## src/msd_pkg.sv

```systemverilog
package msd_pkg;

    localparam int MAX_SWITCHES_DEF = 16;

    localparam int IDX_W   = 4;
    localparam int CNT_W   = 8;
    localparam int MASK_W  = 16;
    localparam int ACT_W   = 5;
    localparam int CFG_A_W = 3;
    localparam int CFG_D_W = 16;

    typedef enum logic [1:0] {
        PH_RELEASED    = 2'd0,
        PH_PREPRESSED  = 2'd1,
        PH_PRESSED     = 2'd2,
        PH_PRERELEASED = 2'd3
    } phase_t;

    typedef enum logic [CFG_A_W-1:0] {
        REG_PREPRESSED  = 3'd0,
        REG_PRESSED     = 3'd1,
        REG_PRERELEASED = 3'd2,
        REG_RELEASED    = 3'd3,
        REG_PULL_UP     = 3'd4,
        REG_ACTIVE      = 3'd5
    } cfg_addr_t;

    typedef struct packed {
        logic [CNT_W-1:0]  prepressed_count;
        logic [CNT_W-1:0]  pressed_count;
        logic [CNT_W-1:0]  prereleased_count;
        logic [CNT_W-1:0]  released_count;
        logic [MASK_W-1:0] pull_up_mask;
        logic [ACT_W-1:0]  active_switches;
    } cfg_t;

    localparam logic [CNT_W-1:0]  PREPRESSED_RST  = 8'd3;
    localparam logic [CNT_W-1:0]  PRESSED_RST     = 8'd25;
    localparam logic [CNT_W-1:0]  PRERELEASED_RST = 8'd20;
    localparam logic [CNT_W-1:0]  RELEASED_RST    = 8'd25;
    localparam logic [MASK_W-1:0] PULL_UP_RST     = 16'hFFFF;
    localparam logic [ACT_W-1:0]  ACTIVE_RST      = 5'd16;

endpackage

```

## src/msd_step.sv

```systemverilog
module msd_step
(
    input  msd_pkg::cfg_t                 cfg,
    input  logic                          pull_up,
    input  logic                          pin_level,
    input  msd_pkg::phase_t               phase_cur,
    input  logic [msd_pkg::CNT_W-1:0]     count_cur,
    output msd_pkg::phase_t               phase_next,
    output logic [msd_pkg::CNT_W-1:0]     count_next
);

    logic                      active;
    logic [msd_pkg::CNT_W-1:0] count_inc;

    assign active    = pull_up ? !pin_level : pin_level;
    assign count_inc = msd_pkg::CNT_W'(count_cur + 1'b1);

    always_comb
    begin
        phase_next = phase_cur;
        count_next = count_cur;
        case (phase_cur)
            msd_pkg::PH_RELEASED:
            begin
                if (active)
                begin
                    count_next = count_inc;
                    if (count_inc == cfg.prepressed_count)
                    begin
                        phase_next = msd_pkg::PH_PREPRESSED;
                    end
                end
                else
                begin
                    count_next = '0;
                end
            end
            msd_pkg::PH_PREPRESSED:
            begin
                if (active)
                begin
                    count_next = count_inc;
                    if (count_inc == cfg.pressed_count)
                    begin
                        phase_next = msd_pkg::PH_PRESSED;
                        count_next = '0;
                    end
                end
                else
                begin
                    count_next = '0;
                    phase_next = msd_pkg::PH_RELEASED;
                end
            end
            msd_pkg::PH_PRESSED:
            begin
                if (!active)
                begin
                    count_next = count_inc;
                    if (count_inc == cfg.prereleased_count)
                    begin
                        phase_next = msd_pkg::PH_PRERELEASED;
                    end
                end
                else
                begin
                    count_next = '0;
                end
            end
            default:
            begin
                if (!active)
                begin
                    count_next = count_inc;
                    if (count_inc == cfg.released_count)
                    begin
                        phase_next = msd_pkg::PH_RELEASED;
                        count_next = '0;
                    end
                end
                else
                begin
                    count_next = '0;
                    phase_next = msd_pkg::PH_PRESSED;
                end
            end
        endcase
    end

endmodule

```

## src/multi_switch_debouncer_core.sv

```systemverilog
// An accepted input beat goes to the input register, then to the result register.
// Throughput: 1 beat per cycle unless the output stalls; per-switch phase and
// counter flops are read, updated and, for a valid index, written back on advance.
// Reset: async active low; all switches released with zero counters, config
// registers at their defaults, both stages empty.
module multi_switch_debouncer_core
#(
    parameter int MAX_SWITCHES = msd_pkg::MAX_SWITCHES_DEF
)
(
    input  logic                            clk,
    input  logic                            rst_n,

    input  logic                            s_axis_tvalid,
    output logic                            s_axis_tready,
    // [3:0] switch_index, [4] pin_level, [7:5] zero
    input  logic [7:0]                      s_axis_tdata,

    output logic                            m_axis_tvalid,
    input  logic                            m_axis_tready,
    // [3:0] reported_index, [5:4] debounced_state, [6] index_error, [7] zero
    output logic [7:0]                      m_axis_tdata,

    input  logic                            cfg_we,
    input  logic [msd_pkg::CFG_A_W-1:0]     cfg_addr,
    input  logic [msd_pkg::CFG_D_W-1:0]     cfg_wdata
);

    localparam int DEPTH = (MAX_SWITCHES < (1 << msd_pkg::IDX_W)) ?
                           MAX_SWITCHES : (1 << msd_pkg::IDX_W);
    localparam int SEL_W = (DEPTH > 1) ? $clog2(DEPTH) : 1;
    localparam logic [msd_pkg::IDX_W:0] DEPTH_L = (msd_pkg::IDX_W + 1)'(DEPTH);

    msd_pkg::cfg_t cfg_reg;

    msd_pkg::phase_t                 phase_reg [DEPTH];
    logic [msd_pkg::CNT_W-1:0]       count_reg [DEPTH];

    logic                            in_valid_reg;
    logic [msd_pkg::IDX_W-1:0]       in_idx_reg;
    logic                            in_level_reg;

    logic                            out_valid_reg;
    logic [msd_pkg::IDX_W-1:0]       out_idx_reg;
    msd_pkg::phase_t                 out_phase_reg;
    logic                            out_err_reg;

    logic                            advance;
    logic                            idx_err;
    logic [SEL_W-1:0]                sel;
    msd_pkg::phase_t                 phase_cur;
    logic [msd_pkg::CNT_W-1:0]       count_cur;
    msd_pkg::phase_t                 phase_next;
    logic [msd_pkg::CNT_W-1:0]       count_next;
    logic                            pull_up;

    assign advance       = in_valid_reg && (!out_valid_reg || m_axis_tready);
    assign s_axis_tready = !in_valid_reg || advance;

    assign idx_err = ({1'b0, in_idx_reg} >= cfg_reg.active_switches) ||
                     ({1'b0, in_idx_reg} >= DEPTH_L);
    assign sel       = SEL_W'(in_idx_reg);
    assign phase_cur = phase_reg[sel];
    assign count_cur = count_reg[sel];
    assign pull_up   = cfg_reg.pull_up_mask[in_idx_reg];

    msd_step u_step
    (
        .cfg        (cfg_reg),
        .pull_up    (pull_up),
        .pin_level  (in_level_reg),
        .phase_cur  (phase_cur),
        .count_cur  (count_cur),
        .phase_next (phase_next),
        .count_next (count_next)
    );

    always_ff @(posedge clk or negedge rst_n)
    begin
        if (!rst_n)
        begin
            cfg_reg.prepressed_count  <= msd_pkg::PREPRESSED_RST;
            cfg_reg.pressed_count     <= msd_pkg::PRESSED_RST;
            cfg_reg.prereleased_count <= msd_pkg::PRERELEASED_RST;
            cfg_reg.released_count    <= msd_pkg::RELEASED_RST;
            cfg_reg.pull_up_mask      <= msd_pkg::PULL_UP_RST;
            cfg_reg.active_switches   <= msd_pkg::ACTIVE_RST;
        end
        else if (cfg_we)
        begin
            case (cfg_addr)
                msd_pkg::REG_PREPRESSED:
                    cfg_reg.prepressed_count  <= cfg_wdata[msd_pkg::CNT_W-1:0];
                msd_pkg::REG_PRESSED:
                    cfg_reg.pressed_count     <= cfg_wdata[msd_pkg::CNT_W-1:0];
                msd_pkg::REG_PRERELEASED:
                    cfg_reg.prereleased_count <= cfg_wdata[msd_pkg::CNT_W-1:0];
                msd_pkg::REG_RELEASED:
                    cfg_reg.released_count    <= cfg_wdata[msd_pkg::CNT_W-1:0];
                msd_pkg::REG_PULL_UP:
                    cfg_reg.pull_up_mask      <= cfg_wdata[msd_pkg::MASK_W-1:0];
                msd_pkg::REG_ACTIVE:
                    cfg_reg.active_switches   <= cfg_wdata[msd_pkg::ACT_W-1:0];
                default:
                begin
                end
            endcase
        end
    end

    // per-switch state: update on a valid-index beat moving to the result register
    always_ff @(posedge clk or negedge rst_n)
    begin
        if (!rst_n)
        begin
            for (int i = 0; i < DEPTH; i++)
            begin
                phase_reg[i] <= msd_pkg::PH_RELEASED;
                count_reg[i] <= '0;
            end
        end
        else if (advance && !idx_err)
        begin
            phase_reg[sel] <= phase_next;
            count_reg[sel] <= count_next;
        end
    end

    always_ff @(posedge clk or negedge rst_n)
    begin
        if (!rst_n)
        begin
            in_valid_reg  <= 1'b0;
            out_valid_reg <= 1'b0;
        end
        else
        begin
            if (s_axis_tready)
            begin
                in_valid_reg <= s_axis_tvalid;
            end
            if (advance)
            begin
                out_valid_reg <= 1'b1;
            end
            else if (m_axis_tready)
            begin
                out_valid_reg <= 1'b0;
            end
        end
    end

    always_ff @(posedge clk)
    begin
        if (s_axis_tvalid && s_axis_tready)
        begin
            in_idx_reg   <= s_axis_tdata[msd_pkg::IDX_W-1:0];
            in_level_reg <= s_axis_tdata[msd_pkg::IDX_W];
        end
        if (advance)
        begin
            out_idx_reg   <= in_idx_reg;
            out_err_reg   <= idx_err;
            out_phase_reg <= idx_err ? msd_pkg::PH_RELEASED : phase_next;
        end
    end

    assign m_axis_tvalid = out_valid_reg;
    assign m_axis_tdata  = {1'b0, out_err_reg, out_phase_reg, out_idx_reg};

    a_err_state_zero : assert property (@(posedge clk) disable iff (!rst_n)
        (m_axis_tvalid && m_axis_tdata[6]) |-> (m_axis_tdata[5:4] == msd_pkg::PH_RELEASED))
        else $error("rejected index reports nonzero state");

    a_no_skip_press : assert property (@(posedge clk) disable iff (!rst_n)
        (advance && !idx_err && phase_cur == msd_pkg::PH_RELEASED)
            |-> (phase_next != msd_pkg::PH_PRESSED))
        else $error("switch jumped from released to pressed");

    a_stall_only_full : assert property (@(posedge clk) disable iff (!rst_n)
        !s_axis_tready |-> (in_valid_reg && out_valid_reg && !m_axis_tready))
        else $error("input stalled while pipeline can advance");

    a_result_follows : assert property (@(posedge clk) disable iff (!rst_n)
        advance |=> m_axis_tvalid)
        else $error("advanced beat missing at output");

endmodule
```

## config.mk

```make
export PLATFORM = sky130hd
export DESIGN_NAME = multi_switch_debouncer_core
export DESIGN_NICKNAME = d
export VERILOG_FILES = /design/src/msd_pkg.sv /design/src/msd_step.sv /design/src/multi_switch_debouncer_core.sv
export SDC_FILE = /design/constraint.sdc
export NUM_CORES = 1
export LEC_CHECK = 0
export BUFFER_PORTS_ARGS = -buffer_cell sky130_fd_sc_hd__clkbuf_2
export CORE_ASPECT_RATIO = 1.2
export CORE_MARGIN = 5
export CORE_UTILIZATION = 60
export DETAILED_ROUTE_END_ITERATION = 16
export GPL_TIMING_DRIVEN = 1
export PLACE_DENSITY = 0.86
export REMOVE_ABC_BUFFERS = 1
export SLEW_MARGIN = 20
export SYNTH_ARGS = -nofsm -noshare
export SYNTH_HDL_FRONTEND = slang
export SYNTH_HIERARCHICAL = 1
export SYNTH_SLANG_ARGS = --single-unit
```

## constraint.sdc

```tcl
create_clock -name clk -period 9.9 [get_ports clk]
set_clock_uncertainty 0.05 [all_clocks]
set_input_delay 1.485 -clock clk [delete_from_list [all_inputs] [get_ports clk]]
set_output_delay 1.485 -clock clk [all_outputs]
set_load 0.005 [all_outputs]
```

==> results.tsv <==
metric	value	unit
DR iter-0 viols	481	
Clk pwr share	37.5	%
total die area	21900	um2
Remaining Overflow, GRT	0	
diode count	0	
total power	2.43	mW
final hold violations	0	
Hold Slack	440	ps
Chip Height	161	um
Post-Route WL	25100	um
Chip Width	136	um
outcome	finished clean	
fin crit share	59.9	%
Sw Ratio	26.0	%
root cell of the clock tree	clkbuf_16	
row cnt	55	
PostCTS Resize Cnt	0	
TritonCTS clock tree	yes	
antenna violation net count after detailed routing	0	
Worst EP required	10110	ps
Max-slew headroom	26.9	%
Post-synth EDFFs	12	
Post CTS Setup Buffer Count	0	
reg-to-reg endpoint	out_phase_reg[0]	
VDD IR max	0.000119	V
routed via count	6511	
layout cells sized above 1	52.7	%
Reg clk slew, reported paths	70	ps
hpwl dp	16200	um
later-pin clock latency in the skew report	510	ps
DRC viols	0	
Max Clk Rate	169	MHz
cell with the most instances after synthesis	dfrtp_1	
Synth area leader	dfrtp_1	
Synth Warn #	6	
core area	18800	um2
Max Cap Violations	0	
#FFs+latches synth	227	
vias in the first global route	7203	
critical path arrival	6140	ps
FF/Latch Area	5770	um2
Nets	787	
worst-case reg-to-reg path depth	13	
CP Launch Type	register	
Netlist cell types	62	
Setup violations, final	0	
Setup crit end	out_phase_reg[0]	
worst reg2reg startpoint	in_idx_reg[0]	
worst-margin pin slew	1090	ps
crit path from	in_idx_reg[0]	
r2r setup slk	3970	ps
WL per Instance	24.6	um
setup TNS	0	ps
Starting Density	60.7	%
Clock Path Buffers	3	
worst min path class	reg2reg	
Net Sw Power	0.632	mW
Int Pwr	1.80	mW
largest net degree at the start of global routing	125	
share of the synthesized area in the top cell type	41.3	%
Fill cells	1179	
RSZ-0062 raised after global routing	no	
Multi-input gate area	5390	um2
Largest register FFs	128	
CTS HTree Levels	1	
Setup WS pre-CTS	4150	ps
setup slack after layout	3970	ps
post-synthesis cell area	11400	um2
hold depth	1	
top cells by area, synth	dfrtp_1, mux2_2, mux4_2, mux2_4, dfstp_2	
Most used DFF post-synth	dfrtp_1	
PD cells	193	nW/um2
hold_buf cts	0	
Syn Area/Cell	15.8	um2
register area share after synthesis	50.6	%
area grow syn2layout	10.6	%
sequential share of power	45.6	%
min Tclk post-route	5930	ps
share of synthesized registers carrying an async set or reset	94.7	%
DR pass1 iterations	5	
GP Congestion	0.903	
Top Ports	42	
crit path max fanout	31	
Post-synth top cells	dfrtp_1, mux2_2, mux2_4	
cells after synthesis	720	
vias per cell	6.37	
IO Port Bufs	37	
initial antenna violation count	0	
Combinational Power Share	16.8	%
Setup CP Type	reg2reg	
gr usage total	23.4	%
clock sink count	227	
leakage power	5.58	nW
CTS Buf Count	23	
Setup crit end kind	register	
global-route wire length before repair	40400	um
Slew Viols, Final	0	
worst max-delay path: stages (launching register included):
cell and delay, ps:
edfxtp_1 320, buf_4 500, buf_4 470, mux4_2 570, a22oi_1 270, nand2_1 330
ha_1 380, xnor2_2 370, xnor2_1 110, nor4_1 390, nand4_1 260, nand4_1 510
nand3_1 680, and3_2 420
power by group through the flow:
stage	clock network, mW	logic (mW)	registers (mW)
5_1_grt	0.958	0.440	1.12
6_report	0.912	0.409	1.11
4_1_cts	0.918	0.402	1.11
3_3_place_gp	0	0.379	1.11
3_5_place_dp	0	0.397	1.12
2_1_floorplan	0	0.293	1.11
metal layers:
metal / vias up / routed length (um) / global-route usage [%]
li1: 2735 / - / -
met1: 3482 / 9550 / 29.4
met2: 218 / 13300 / 40.6
met3: 76 / 1180 / 3.02
met4: 0 / 1060 / 10.5
met5: - / 0 / 0
per-stage QoR:
| stage | util [%] | instances | cell area, um2 |
|---|---|---|---|
| floorplan | - | 677 | 11200 |
| global placement | 62.6 | 980 | 11800 |
| detailed placement | 62.6 | 980 | 11800 |
| CTS | 66.8 | 1021 | 12500 |
| global route | 67.1 | 1022 | 12600 |
| finish | 67.1 | 1022 | 12600 |
layout make-up:
class	count	share of cell area (%)
multi-input cells	441	42.7
flip-flops and latches	227	45.8
repair buffers	48	2.38
well taps	256	2.54
clock buffers	35	5.41
inverters	9	0.268
clock inverters	6	0.883
worst min path at each step:
| stage | from | endpoint | slack (ps) |
|---|---|---|---|
| after CTS | count_reg[60] | count_reg[60] | 440 |
| after detailed placement | count_reg[60] | count_reg[60] | 430 |
| after global routing | count_reg[60] | count_reg[60] | 450 |
| after floorplan | count_reg[59] | count_reg[59] | 400 |
| final | count_reg[60] | count_reg[60] | 440 |
| after global placement | count_reg[59] | count_reg[59] | 410 |
cells by family after synthesis:
| group | Yosys count | share of synthesized area (%) |
|---|---|---|
| and+or+nand+nor | 76 | 4.03 |
| xor gates and xnor gates | 37 | 4.49 |
| adders and majority gates | 5 | 0.549 |
| AOI/OAI and AO/OA | 65 | 6.10 |
| other | 1 | 0.0329 |
| muxes | 257 | 31.7 |
| DFF | 227 | 50.6 |
| buffers and inverters | 52 | 2.46 |
placed cells by master, fill, tap and decap left out, types with 19 or more instances in the layout:
master | netlist | routed
mux4_2 | 44 | 44
clkbuf_2 | 0 | 36
dfrtp_1 | 188 | 188
xnor2_1 | 19 | 19
mux2_2 | 149 | 149
dfstp_2 | 27 | 27
nand2_1 | 28 | 28
mux2_4 | 60 | 60
clkbuf_16 | 0 | 24
a22oi_1 | 22 | 22
Note: power is estimated with default switching activity, not from simulation.
